`src/hw/rtl/qts_pkg.sv`:
```
// shared constants, types and arithmetic helpers of the quintic trajectory sampler
package qts_pkg;

    localparam int SEGMENTS     = 64;
    localparam int AXES         = 3;
    localparam int POWERS       = 6;
    localparam int SEG_AW       = (SEGMENTS > 1) ? $clog2(SEGMENTS) : 1;
    localparam int COEFF_DEPTH  = SEGMENTS * AXES * POWERS;
    localparam int CF_AW        = $clog2(COEFF_DEPTH);
    localparam int CNT_W        = 7;
    localparam int COEF_W       = 48;
    localparam int TS_W         = 24;
    localparam int FACT_W       = 5;
    localparam int TERM_W       = COEF_W + FACT_W + 1;
    localparam int PROD_W       = COEF_W + TS_W;
    localparam int SUM_W        = 64;
    localparam int OUT_W        = 32;
    localparam int HDG_W        = 16;
    localparam int VAL_N        = AXES * 3;
    localparam int VAL_AW       = $clog2(VAL_N);
    localparam int MUL_CW       = $clog2(TS_W + 1);
    localparam int TIME_FRAC    = 10;
    localparam int CORDIC_W     = 36;
    localparam int CORDIC_STEPS = 24;
    localparam int CSTEP_W      = $clog2(CORDIC_STEPS);
    localparam int ANGLE_W      = 32;

    localparam logic [SUM_W-1:0]   SPEED_SQ_MIN = SUM_W'(42949672);
    localparam logic [ANGLE_W-1:0] ANGLE_HALF   = 32'h8000_0000;
    localparam logic [ANGLE_W-1:0] ANGLE_ROUND  = 32'h0000_8000;

    localparam logic REG_SEG_COUNT = 1'b0;

    typedef enum logic [1:0] {
        MODE_COEF   = 2'd0,
        MODE_DUR    = 2'd1,
        MODE_SAMPLE = 2'd2,
        MODE_NONE   = 2'd3
    } t_mode;

    // clamp to the signed 48-bit range
    function automatic logic signed [COEF_W-1:0] sat48(input logic signed [SUM_W-1:0] v);
        logic signed [SUM_W-1:0] hi;
        logic signed [SUM_W-1:0] lo;
        hi = SUM_W'(64'sh0000_7FFF_FFFF_FFFF);
        lo = -hi - SUM_W'(1);
        if (v > hi) begin
            sat48 = COEF_W'(hi);
        end else if (v < lo) begin
            sat48 = COEF_W'(lo);
        end else begin
            sat48 = COEF_W'(v);
        end
    endfunction

    // Q16.32 accumulator to Q16.16 with round half up and 32-bit saturation
    function automatic logic signed [OUT_W-1:0] round_q16(input logic signed [COEF_W-1:0] acc);
        logic signed [COEF_W:0]   rnd;
        logic signed [COEF_W-16:0] shr;
        rnd = (COEF_W+1)'(acc) + (COEF_W+1)'(32768);
        shr = (COEF_W-15)'(rnd >>> 16);
        if (shr > (COEF_W-15)'(33'sh0_7FFF_FFFF)) begin
            round_q16 = 32'sh7FFF_FFFF;
        end else if (shr < (COEF_W-15)'(-33'sh0_8000_0000)) begin
            round_q16 = 32'sh8000_0000;
        end else begin
            round_q16 = OUT_W'(shr);
        end
    endfunction

    // derivative factor of power j for derivative order p
    function automatic logic [FACT_W-1:0] horner_factor(input logic [1:0] p, input logic [2:0] j);
        logic [FACT_W-1:0] f;
        f = '0;
        case ({p, j})
            {2'd0, 3'd0}, {2'd0, 3'd1}, {2'd0, 3'd2},
            {2'd0, 3'd3}, {2'd0, 3'd4}, {2'd0, 3'd5}: f = 5'd1;
            {2'd1, 3'd1}: f = 5'd1;
            {2'd1, 3'd2}: f = 5'd2;
            {2'd1, 3'd3}: f = 5'd3;
            {2'd1, 3'd4}: f = 5'd4;
            {2'd1, 3'd5}: f = 5'd5;
            {2'd2, 3'd2}: f = 5'd2;
            {2'd2, 3'd3}: f = 5'd6;
            {2'd2, 3'd4}: f = 5'd12;
            {2'd2, 3'd5}: f = 5'd20;
            default: f = '0;
        endcase
        return f;
    endfunction

    // arctangent of 2^-i, 2^32 per turn
    function automatic logic [ANGLE_W-1:0] atan_step(input logic [CSTEP_W-1:0] i);
        logic [ANGLE_W-1:0] a;
        a = '0;
        case (i)
            5'd0:  a = 32'd536870912;
            5'd1:  a = 32'd316933406;
            5'd2:  a = 32'd167458907;
            5'd3:  a = 32'd85004756;
            5'd4:  a = 32'd42667331;
            5'd5:  a = 32'd21354465;
            5'd6:  a = 32'd10679838;
            5'd7:  a = 32'd5340245;
            5'd8:  a = 32'd2670163;
            5'd9:  a = 32'd1335087;
            5'd10: a = 32'd667544;
            5'd11: a = 32'd333772;
            5'd12: a = 32'd166886;
            5'd13: a = 32'd83443;
            5'd14: a = 32'd41722;
            5'd15: a = 32'd20861;
            5'd16: a = 32'd10430;
            5'd17: a = 32'd5215;
            5'd18: a = 32'd2608;
            5'd19: a = 32'd1304;
            5'd20: a = 32'd652;
            5'd21: a = 32'd326;
            5'd22: a = 32'd163;
            5'd23: a = 32'd81;
            default: a = '0;
        endcase
        return a;
    endfunction

endpackage

```
`src/hw/rtl/qts_cordic.sv`:
```
// iterative vectoring cordic giving the heading of a planar velocity
module qts_cordic (
    input  logic                              i_clk,
    input  logic                              i_rst_n,
    input  logic                              i_start,
    input  logic signed [qts_pkg::OUT_W-1:0]  i_x,
    input  logic signed [qts_pkg::OUT_W-1:0]  i_y,
    output logic                              o_done,
    output logic        [qts_pkg::HDG_W-1:0]  o_heading
);

    logic signed [qts_pkg::CORDIC_W-1:0] r_x;
    logic signed [qts_pkg::CORDIC_W-1:0] r_y;
    logic        [qts_pkg::ANGLE_W-1:0]  r_z;
    logic        [qts_pkg::CSTEP_W-1:0]  r_step;
    logic                                r_busy;
    logic                                r_done;

    logic signed [qts_pkg::CORDIC_W-1:0] x_ext;
    logic signed [qts_pkg::CORDIC_W-1:0] y_ext;
    logic signed [qts_pkg::CORDIC_W-1:0] xs;
    logic signed [qts_pkg::CORDIC_W-1:0] ys;
    logic        [qts_pkg::ANGLE_W-1:0]  z_rnd;

    always_comb begin
        x_ext     = qts_pkg::CORDIC_W'(i_x);
        y_ext     = qts_pkg::CORDIC_W'(i_y);
        xs        = r_x >>> r_step;
        ys        = r_y >>> r_step;
        z_rnd     = r_z + qts_pkg::ANGLE_ROUND;
        o_heading = z_rnd[qts_pkg::ANGLE_W-1 -: qts_pkg::HDG_W];
    end

    always_ff @(posedge i_clk) begin
        if (!i_rst_n) begin
            r_busy <= 1'b0;
            r_done <= 1'b0;
            r_step <= '0;
        end else begin
            r_done <= 1'b0;
            if (i_start) begin
                r_busy <= 1'b1;
                r_step <= '0;
            end else if (r_busy) begin
                r_step <= r_step + qts_pkg::CSTEP_W'(1);
                if (r_step == qts_pkg::CSTEP_W'(qts_pkg::CORDIC_STEPS - 1)) begin
                    r_busy <= 1'b0;
                    r_done <= 1'b1;
                end
            end
        end
    end

    always_ff @(posedge i_clk) begin
        if (i_start) begin
            // left half plane: rotate by pi first
            if (i_x < 0) begin
                r_x <= -x_ext;
                r_y <= -y_ext;
                r_z <= qts_pkg::ANGLE_HALF;
            end else begin
                r_x <= x_ext;
                r_y <= y_ext;
                r_z <= '0;
            end
        end else if (r_busy) begin
            if (r_y >= 0) begin
                r_x <= r_x + ys;
                r_y <= r_y - xs;
                r_z <= r_z + qts_pkg::atan_step(r_step);
            end else begin
                r_x <= r_x - ys;
                r_y <= r_y + xs;
                r_z <= r_z - qts_pkg::atan_step(r_step);
            end
        end
    end

    assign o_done = r_done;

endmodule

```
`config.mk`:
```
export PLATFORM = sky130hd
export DESIGN_NAME = qts_cordic
export DESIGN_NICKNAME = d
export VERILOG_FILES = /design/src/hw/rtl/qts_pkg.sv /design/src/hw/rtl/qts_cordic.sv
export SDC_FILE = /design/constraint.sdc
export NUM_CORES = 1
export LEC_CHECK = 0
export BUFFER_PORTS_ARGS = -buffer_cell sky130_fd_sc_hd__buf_2
export CAP_MARGIN = 20
export CORE_UTILIZATION = 40
export CTS_CLUSTER_SIZE = 10
export DETAILED_ROUTE_END_ITERATION = 10
export PLACE_DENSITY = 0.66
export SLEW_MARGIN = 20
export SYNTH_ARGS = -nofsm -noshare
export SYNTH_HDL_FRONTEND = slang
export SYNTH_SLANG_ARGS = --single-unit
```
`constraint.sdc`:
```
create_clock -name i_clk -period 5.87 [get_ports i_clk]
set_clock_uncertainty 0.05 [all_clocks]
set_input_delay 1.174 -clock i_clk [delete_from_list [all_inputs] [get_ports i_clk]]
set_output_delay 1.174 -clock i_clk [all_outputs]
set_load 0.01 [all_outputs]
```
==> impl_metrics.ini <==
[synthesis]
synth.yosys.warnings = 0
synthesis.nets = 2506
synth.cell_area_um2 = 19450
yosysTopAreaCell = edfxtp_1
synth_cell_types = 100
synthTopCellsByArea = edfxtp_1 16%, mux4_2 8.0%, ha_1 7.4%
yosysSeqAreaShare = 0.1987
synth_top_area_frac = 0.1606
ys_seq_elements = 141
synth_ff_type = edfxtp_1
syn_inst = 2321
avgSynthCellArea_um2 = 8.378
synth_edf_count = 104
async_flop_share = 0

[timing]
whs_ns = 0.5632
setup_viol = 2
fin_crit_ns = 5.920
rsz0062_at_grt = true
slew_viol_final = 0
tightest_slew_ns = 0.8996
setup_slack_ns = -0.05004
max_slew_margin = 0.3981
finalHoldViolations = 0
period_share = 1.009
max_freq_ghz = 0.1689

[cts]
cts_buffer_depth = 2
root_buffer = clkbuf_16
cts_tree = built
holdBufCountCts = 0
clk_pin_slew_ns = 0.08
cts_buffers = 17
clk_latency_ns = 0.51
cts_sinks = 141
cts_htree_levels = 4

[power]
seqPwrFrac = 0.128
peakVddDrop_mv = 0.3907
p_per_area_nw_per_um2 = 712.0
p_sw_mw = 8.477
clkPwrFrac = 0.064
power.leakage_nw = 10.15
switching_share = 0.4810
p_int_mw = 9.145
power_frac_comb = 0.808
power_mw = 17.62

[layout]
nNetsFinal = 2923
fin_area_um2 = 24750
final_cell_mix = 418 x buf_4, 241 x nand2_1, 196 x nor2_1
drive_above_1_share = 0.3010
final_core_util = 0.5173
final_common_cell = buf_4
syn_to_final_growth_pct = 27.27
finalNonFillerCells = 3366
antenna_cells = 0

[die]
initial_utilization = 0.4064
ios = 84
rows = 80
die_w_um = 222.5
die-area_um2 = 49500
die_h_um = 222.5
core-area_um2 = 47850

[grt]
track_usage = 0.2945
grt_max_degree = 68
grt_overflow_total = 0
grt_pass1_vias = 20048
grt_antenna_before_repair = 0
grt_pass1_wl_mm = 113.9

[setup_path]
max_stage_delay_ns = 0.62
startpoint_type = register
arrival_ns = 6.24
cp_slowest_cell = or4b_2
timing_worst_setup_path_type = register to register
worstPathMaxFanout = 6
cp_cell_sequence = buf_12 > buf_12 > buf_6 > mux4_2 > a21o_1 > o211a_1 > a2111o_1 > or4_4 > buf_12 > buf_4 > o31ai_4 > nor3_1 > a21o_1 > ha_1 > nand3_2 > or2_4 > o22ai_2 > o32a_1 > buf_4 > a21oi_2 > or4b_2 > nand3_2
endpoint_kind = register
worstPathRequired_ns = 6.19
crit_top_cell = buf_12

[drt]
drt-total-wl_mm = 73.87
first_pass_iters = 5
via_per_inst = 6.147
met2_length_mm = 35.03
antenna_left = 0
met1_length_mm = 31.33
top_layer = met4
dr.first_iter.drc_count = 1754
vias = 20690
drc = 0
route.met3.wl_mm = 4.735
wl_per_cell_um = 21.95

[status]
status = complete, but fails checks
violations = setup timing

[hold_path]
hp-class = register to register

[place]
hpwlAfterDp_mm = 57.90
dp_cells = 3298
port_buffers = 83
postPlaceCellArea_um2 = 23210
gp_congestion = 1.034

[run]
cap_viol_max_count = 0
power by group through the flow:
stage	registers [mW]	logic (mW)	clock network [mW]
after detailed placement	2.23	12.9	0
after global placement	2.23	12.6	0
after global routing	2.28	15.5	1.19
final	2.25	14.2	1.14
after floorplan	2.01	8.06	0
after CTS	2.22	13.1	1.17
per-stage QoR:
stage                     worst slack [ns]   TNS, ns
after floorplan                    0.03069         0
after global placement            -0.09428   -0.2540
after detailed placement           -0.1586   -0.9995
after CTS                         0.005988         0
after global routing               -0.2354    -1.718
final                             -0.05004  -0.09798
worst max-delay path: cells and delay by family, from the launching register on:
kind / cells / cell delay [ns]
AO/OA/AOI/OAI: 8 / 1.88
buffers and inverters: 6 / 0.85
AND/OR/NAND/NOR: 6 / 1.68
multiplexers: 1 / 0.57
adder cells (fa/ha/maj): 1 / 0.33
flip-flops: 1 / 0.42
path summary, 6_finish.rpt:
path	startpoint	depth (start not counted)	to	slack (ns)
max	r_step[1]	22	r_x[28]	-0.05
min	r_busy	2	o_done	0.56
max reg2reg	r_step[1]	22	r_x[28]	-0.05
min reg2reg	r_busy	2	o_done	0.56
layout make-up:
class | count | area (µm²)
Sequential cell | 141 | 3875
Inverter | 51 | 191.4
Tap cell | 615 | 769.5
Clock inverter | 14 | 140.1
Timing Repair Buffer | 526 | 4008
Clock buffer | 18 | 439.2
Multi-Input combinational cell | 2001 | 15330
Fill cell | 4462 | 23100
synth_stat cells (35+ instances only):
| library cell | instances |
|---|---|
| dfxtp_1 | 37 |
| a21oi_1 | 147 |
| ha_1 | 115 |
| nand2_1 | 245 |
| inv_1 | 45 |
| mux2i_1 | 58 |
| clkbuf_1 | 73 |
| edfxtp_1 | 104 |
| o21ai_0 | 165 |
| xnor2_1 | 156 |
| nor2_1 | 198 |
| mux4_2 | 69 |
| nor3_1 | 35 |
| nand3_1 | 50 |
| xor2_1 | 76 |
| a21o_1 | 50 |
| o31ai_1 | 58 |
cell families after synthesis:
kind of cell,share of synthesized area
AOI/OAI and AO/OA,0.2478
xor gates and xnor gates,0.1045
adders and majority gates,0.07708
buffers and inverters,0.04472
DFF,0.1987
muxes,0.1333
and+or+nand+nor,0.1939
layer usage:
metal,vias up,global-route usage
met5,-,0
met4,0,0.1224
met3,136,0.04523
met2,835,0.4892
met1,10056,0.3795
li1,9663,-
what timing repair did:
action,4_1_cts,5_1_grt
cloned,1,1
setup endpoints to repair,13,31
resized for setup,27,127
pin swaps,6,55
buffers inserted,5,30
(Power assumes the default switching activity.)
