`src/hw/rtl/qts_pkg.sv`:
```
// shared constants, types and arithmetic helpers of the quintic trajectory sampler
package qts_pkg;

    localparam int SEGMENTS     = 64;
    localparam int AXES         = 3;
    localparam int POWERS       = 6;
    localparam int SEG_AW       = (SEGMENTS > 1) ? $clog2(SEGMENTS) : 1;
    localparam int COEFF_DEPTH  = SEGMENTS * AXES * POWERS;
    localparam int CF_AW        = $clog2(COEFF_DEPTH);
    localparam int CNT_W        = 7;
    localparam int COEF_W       = 48;
    localparam int TS_W         = 24;
    localparam int FACT_W       = 5;
    localparam int TERM_W       = COEF_W + FACT_W + 1;
    localparam int PROD_W       = COEF_W + TS_W;
    localparam int SUM_W        = 64;
    localparam int OUT_W        = 32;
    localparam int HDG_W        = 16;
    localparam int VAL_N        = AXES * 3;
    localparam int VAL_AW       = $clog2(VAL_N);
    localparam int MUL_CW       = $clog2(TS_W + 1);
    localparam int TIME_FRAC    = 10;
    localparam int CORDIC_W     = 36;
    localparam int CORDIC_STEPS = 24;
    localparam int CSTEP_W      = $clog2(CORDIC_STEPS);
    localparam int ANGLE_W      = 32;

    localparam logic [SUM_W-1:0]   SPEED_SQ_MIN = SUM_W'(42949672);
    localparam logic [ANGLE_W-1:0] ANGLE_HALF   = 32'h8000_0000;
    localparam logic [ANGLE_W-1:0] ANGLE_ROUND  = 32'h0000_8000;

    localparam logic REG_SEG_COUNT = 1'b0;

    typedef enum logic [1:0] {
        MODE_COEF   = 2'd0,
        MODE_DUR    = 2'd1,
        MODE_SAMPLE = 2'd2,
        MODE_NONE   = 2'd3
    } t_mode;

    // clamp to the signed 48-bit range
    function automatic logic signed [COEF_W-1:0] sat48(input logic signed [SUM_W-1:0] v);
        logic signed [SUM_W-1:0] hi;
        logic signed [SUM_W-1:0] lo;
        hi = SUM_W'(64'sh0000_7FFF_FFFF_FFFF);
        lo = -hi - SUM_W'(1);
        if (v > hi) begin
            sat48 = COEF_W'(hi);
        end else if (v < lo) begin
            sat48 = COEF_W'(lo);
        end else begin
            sat48 = COEF_W'(v);
        end
    endfunction

    // Q16.32 accumulator to Q16.16 with round half up and 32-bit saturation
    function automatic logic signed [OUT_W-1:0] round_q16(input logic signed [COEF_W-1:0] acc);
        logic signed [COEF_W:0]   rnd;
        logic signed [COEF_W-16:0] shr;
        rnd = (COEF_W+1)'(acc) + (COEF_W+1)'(32768);
        shr = (COEF_W-15)'(rnd >>> 16);
        if (shr > (COEF_W-15)'(33'sh0_7FFF_FFFF)) begin
            round_q16 = 32'sh7FFF_FFFF;
        end else if (shr < (COEF_W-15)'(-33'sh0_8000_0000)) begin
            round_q16 = 32'sh8000_0000;
        end else begin
            round_q16 = OUT_W'(shr);
        end
    endfunction

    // derivative factor of power j for derivative order p
    function automatic logic [FACT_W-1:0] horner_factor(input logic [1:0] p, input logic [2:0] j);
        logic [FACT_W-1:0] f;
        f = '0;
        case ({p, j})
            {2'd0, 3'd0}, {2'd0, 3'd1}, {2'd0, 3'd2},
            {2'd0, 3'd3}, {2'd0, 3'd4}, {2'd0, 3'd5}: f = 5'd1;
            {2'd1, 3'd1}: f = 5'd1;
            {2'd1, 3'd2}: f = 5'd2;
            {2'd1, 3'd3}: f = 5'd3;
            {2'd1, 3'd4}: f = 5'd4;
            {2'd1, 3'd5}: f = 5'd5;
            {2'd2, 3'd2}: f = 5'd2;
            {2'd2, 3'd3}: f = 5'd6;
            {2'd2, 3'd4}: f = 5'd12;
            {2'd2, 3'd5}: f = 5'd20;
            default: f = '0;
        endcase
        return f;
    endfunction

    // arctangent of 2^-i, 2^32 per turn
    function automatic logic [ANGLE_W-1:0] atan_step(input logic [CSTEP_W-1:0] i);
        logic [ANGLE_W-1:0] a;
        a = '0;
        case (i)
            5'd0:  a = 32'd536870912;
            5'd1:  a = 32'd316933406;
            5'd2:  a = 32'd167458907;
            5'd3:  a = 32'd85004756;
            5'd4:  a = 32'd42667331;
            5'd5:  a = 32'd21354465;
            5'd6:  a = 32'd10679838;
            5'd7:  a = 32'd5340245;
            5'd8:  a = 32'd2670163;
            5'd9:  a = 32'd1335087;
            5'd10: a = 32'd667544;
            5'd11: a = 32'd333772;
            5'd12: a = 32'd166886;
            5'd13: a = 32'd83443;
            5'd14: a = 32'd41722;
            5'd15: a = 32'd20861;
            5'd16: a = 32'd10430;
            5'd17: a = 32'd5215;
            5'd18: a = 32'd2608;
            5'd19: a = 32'd1304;
            5'd20: a = 32'd652;
            5'd21: a = 32'd326;
            5'd22: a = 32'd163;
            5'd23: a = 32'd81;
            default: a = '0;
        endcase
        return a;
    endfunction

endpackage

```
`src/hw/rtl/qts_serial_mul.sv`:
```
// bit-serial signed by unsigned multiplier, one bit of the time operand per cycle
module qts_serial_mul (
    input  logic                                 i_clk,
    input  logic                                 i_rst_n,
    input  logic                                 i_start,
    input  logic signed [qts_pkg::COEF_W-1:0]    i_a,
    input  logic        [qts_pkg::TS_W-1:0]      i_b,
    output logic                                 o_done,
    output logic signed [qts_pkg::PROD_W-1:0]    o_prod
);

    logic signed [qts_pkg::PROD_W-1:0] r_mcand;
    logic signed [qts_pkg::PROD_W-1:0] r_prod;
    logic        [qts_pkg::TS_W-1:0]   r_mplier;
    logic        [qts_pkg::MUL_CW-1:0] r_cnt;
    logic                              r_done;

    always_ff @(posedge i_clk) begin
        if (!i_rst_n) begin
            r_cnt  <= '0;
            r_done <= 1'b0;
        end else begin
            r_done <= 1'b0;
            if (i_start) begin
                r_cnt <= qts_pkg::MUL_CW'(qts_pkg::TS_W);
            end else if (r_cnt != '0) begin
                r_cnt <= r_cnt - qts_pkg::MUL_CW'(1);
                if (r_cnt == qts_pkg::MUL_CW'(1)) begin
                    r_done <= 1'b1;
                end
            end
        end
    end

    always_ff @(posedge i_clk) begin
        if (i_start) begin
            r_mcand  <= qts_pkg::PROD_W'(i_a);
            r_mplier <= i_b;
            r_prod   <= '0;
        end else if (r_cnt != '0) begin
            if (r_mplier[0]) begin
                r_prod <= r_prod + r_mcand;
            end
            r_mcand  <= r_mcand <<< 1;
            r_mplier <= r_mplier >> 1;
        end
    end

    assign o_done = r_done;
    assign o_prod = r_prod;

endmodule

```
`config.mk`:
```
export PLATFORM = sky130hd
export DESIGN_NAME = qts_serial_mul
export DESIGN_NICKNAME = d
export VERILOG_FILES = /design/src/hw/rtl/qts_pkg.sv /design/src/hw/rtl/qts_serial_mul.sv
export SDC_FILE = /design/constraint.sdc
export NUM_CORES = 1
export LEC_CHECK = 0
export ABC_AREA = 1
export BUFFER_PORTS_ARGS = -buffer_cell sky130_fd_sc_hd__buf_2
export CAP_MARGIN = 0
export CORE_MARGIN = 1
export CORE_UTILIZATION = 30
export DETAILED_ROUTE_END_ITERATION = 8
export PLACE_DENSITY = 0.53
export SLEW_MARGIN = 20
export SYNTH_ARGS = -nofsm -noshare
export SYNTH_HDL_FRONTEND = slang
export SYNTH_SLANG_ARGS = --single-unit
```
`constraint.sdc`:
```
create_clock -name i_clk -period 8.6 [get_ports i_clk]
set_input_delay 0.43 -clock i_clk [delete_from_list [all_inputs] [get_ports i_clk]]
set_output_delay 0.43 -clock i_clk [all_outputs]
set_load 0.02 [all_outputs]
```
==> metrics.md <==
| Metric | Value |
|---|---|
| Outcome | finished, final reports clean |
| Fmax | around 370 MHz |
| Hold Crit Start | i_b[4] |
| Die X | ~210 µm |
| FFs w/ async S/R, synth | 0% |
| WS Path Type | flop to flop |
| Post-Syn Area | ~0.013 mm² |
| First-pass GRT wire length | between 60000 and 70000 µm |
| Layout cell share with drive strength beyond 1 | approximately a tenth |
| Placed cell area | between 0.01 and 0.015 mm² |
| Clock sink count | approximately 170 |
| Number of global-route vias before repair | about 12k |
| Comb pwr share | 47.7% |
| Vias | 12.5k |
| Worst Reg-to-Reg Cells | 16 |
| Net Sw Frac | between 40% and 50% |
| DR pass1 iterations | 5 |
| Max-cap violation count | 0 |
| Final min period | roughly 2700 ps |
| YS warnings | 0 |
| Yosys cell types | 36 |
| Critical-path top delay cell | fa_1 |
| H-tree Lvls | 4 |
| Worst-path maximum fanout | 4 |
| Hold EP | r_mplier[4] |
| Leakage | ~8.0 nW |
| Starting Density | a little under a third |
| Setup-failing EPs final | 0 |
| Clock transition at path regs | 80 ps |
| Max VDD drop | 0.000122 V |
| Setup tns final | 0 ps |
| CORE AREA | 0.0422 mm² |
| Wire per inst | 15.6 µm |
| Slowest stage delay, CP | between 400 and 500 ps |
| CP top delay family | simple AND/OR/NAND/NOR gates |
| Final Hold Violating Endpoints | 0 |
| Area growth, synth to finish | 14.5% |
| GRT Overall Usage | between 10% and 20% |
| Worst Setup End Kind | flop |
| Clock share of power | between 20% and 30% |
| Hold Path Class | primary input to flop |
| Grt ovf | 0 |
| FF-to-FF End | o_prod[60] |
| CTS root buf | clkbuf_16 |
| ANT nets after route | 0 |
| #FFs+latches synth | 174 |
| Hold Path Cell Cnt | 3 |
| Die Ht | 210 µm |
| Top_reg_cell synth | edfxtp_1 |
| Switching power | ~1.8 mW |
| Number of synthesized flops with an enable pin | 96 |
| Cts hold-fix bufs | 0 |
| DRC Markers | 0 |
| CP arrival | 3080 ps |
| Worst flop-to-flop path startpoint | r_mcand[0] |
| Avg Cell Area, Syn | roughly 6.3 µm² |
| Total routed wirelength | approximately 43000 µm |
| # port buffers | approximately 150 |
| Flop pwr share | a little under a third |
| Initial antenna violation count | 0 |
| Maximum clock path buffer count | 2 |
| Num CTS Buffers | 17 |
| Site Rows | 75 |
| Slew headroom | between 30% and 40% |
| Post-DP HPWL | approximately 34000 µm |
| Clock Skews | around 19 ps |
| Clk_lat worst skew | 490 ps |
| Worst R2R Setup Slack | between 5000 and 6000 ps |
| CP Data Required Time | approximately 9000 ps |
| Synthesized instance count | between 2k and 2.5k |
| Initial DRC count | about 800 |
| Synth Net Count | 2195 |
| Ant diodes | 0 |
| Critical Path, Cell by Cell | ha_1 -> fa_1 -> nand3_1 -> nand3_1 -> nand2_1 -> nand3_2 -> nand2_1 -> nand2_1 -> nand2_1 -> nand2_1 -> nand2_1 -> nand2_1 -> nand2_1 -> nand3_1 -> nand2_1 -> inv_1 |
| Post-CTS setup repair buffer count | 0 |
| Final Max Tran Viols | 0 |
| Tcrit/Tclk final | a little under a third |
| CTS-repair resized insts | 0 |
| Die ar. | 0.0440 mm² |
| Average via count per standard cell | about 4.6 |
| Cell area power density | around 260 mW/mm² |
| Placer Congestion | approximately 0.96 |
| Worst slew pin tran | 970 ps |
| Internal Power | roughly 2.1 mW |
| RSZ-0062 raised after global routing | no |
| Top Ports | 148 |
| TritonCTS clock tree | done |
| Largest net degree at the start of global routing | ~110 |
| Worst setup SP type | flop |
| Cell mode on critical path | nand2_1 |
| Post-layout util | approximately a third |
| Layout Nets | between 2k and 2.5k |
| Fin area | 0.0148 mm² |
| CP Buf/Inv Count | 1 |
| Seq/Total Area, Yosys | approximately a third |
-- layer usage --
| metal | vias to the layer above | GRT usage [%] | wire length [µm] |
|---|---|---|---|
| met1 | 5718 | 26.7 | 20600 |
| met2 | 214 | 32.8 | 19600 |
| li1 | 6578 | - | - |
| met3 | 29 | 3.61 | 1830 |
| met4 | 0 | 4.78 | 539 |
| met5 | - | 0 | 0 |
-- worst min-delay path: stages --
cell and delay (ps):
buf_2 70, nand2_1 40, nand2_1 50
-- Yosys cell counts, types with 2 or more instances --
cell / number / share of area, %
buf_1: 3 / 0.087
a31oi_1: 4 / 0.19
dfxtp_1: 78 / 12
nand2_1: 767 / 22
nor2_4: 3 / 0.26
inv_2: 7 / 0.20
inv_1: 330 / 9.6
buf_2: 10 / 0.39
nand3_2: 8 / 0.62
nor2_2: 12 / 0.58
xnor2_1: 7 / 0.47
o21ai_0: 84 / 3.2
nor4_1: 7 / 0.34
nor3_1: 13 / 0.50
nand2_2: 11 / 0.53
nand4_1: 4 / 0.19
nor2_1: 265 / 7.7
xor2_1: 34 / 2.3
edfxtp_1: 96 / 22
nand3_1: 79 / 3.1
o21a_1: 2 / 0.12
a21oi_1: 97 / 3.8
ha_1: 74 / 7.2
o21bai_1: 8 / 0.46
clkbuf_1: 29 / 0.84
and2_1: 2 / 0.097
o21ai_1: 2 / 0.077
-- sequential cells by signal (all words and copies together) (netlist names) --
signal,cells
o_prod,72
r_mcand,72
r_mplier,24
r_cnt,5
o_done,1
-- final cells by class --
| cell class | instances | area, µm² |
|---|---|---|
| Tap cell | 539 | 674 |
| Sequential cell | 174 | 4440 |
| Clock buffer | 17 | 425 |
| Fill cell | 4703 | 27400 |
| Multi-Input combinational cell | 1490 | 7050 |
| Inverter | 338 | 1270 |
| Clock inverter | 15 | 174 |
| Timing Repair Buffer | 152 | 779 |
-- power by group through the flow --
| stage | Clock [mW] | Sequential [mW] | Combinational, mW |
|---|---|---|---|
| after floorplan | 0 | 1.30 | 1.20 |
| after global placement | 0 | 1.24 | 1.84 |
| after detailed placement | 0 | 1.25 | 1.85 |
| after CTS | 0.819 | 1.23 | 1.86 |
| after global routing | 0.847 | 1.25 | 2.08 |
| final | 0.797 | 1.23 | 1.84 |
-- cell families (layout without fill, tap and decap cells) --
group,after synthesis,count (layout),share of synthesized area (%)
simple gates,1175,1175,36.4
buf+inv,381,522,11.2
compound gates,199,199,7.97
flops,174,174,34.4
fa+ha+maj,75,75,7.31
xor+xnor,41,41,2.78
-- cells in the final DEF (no fill, tap or decap), types with 4 or more instances in the layout --
cell,instances
nand2_1,767
inv_1,329
nor2_1,265
buf_2,146
a21oi_1,97
edfxtp_1,96
o21ai_0,84
nand3_1,79
dfxtp_1,78
ha_1,74
xor2_1,34
clkbuf_16,17
nor3_1,13
nor2_2,12
nand2_2,11
nand3_2,8
o21bai_1,8
inv_2,7
xnor2_1,7
nor4_1,7
clkinv_8,5
buf_4,5
nand4_1,4
a31oi_1,4
inv_8,4
-- metrics by stage --
step	hold slack, ps	cells	worst slack [ps]	power, mW
finish	214	2725	5900	3.87
global route	194	2725	5650	4.18
CTS	181	2725	5900	3.91
detailed placement	478	2693	5810	3.09
global placement	465	2693	5890	3.09
floorplan	447	2045	5480	2.50
-- worst max path at each step --
stage	start	to	slack [ps]	cells after the start
after floorplan	r_cnt[0]	r_mcand[0]	5480	5
after global placement	i_start	r_mcand[42]	5890	4
after detailed placement	i_start	r_mcand[42]	5810	4
after CTS	r_mcand[0]	o_prod[46]	5900	16
after global routing	r_mcand[0]	o_prod[46]	5650	16
final	r_mcand[0]	o_prod[60]	5900	16
Note: power is estimated with default switching activity, not from simulation.
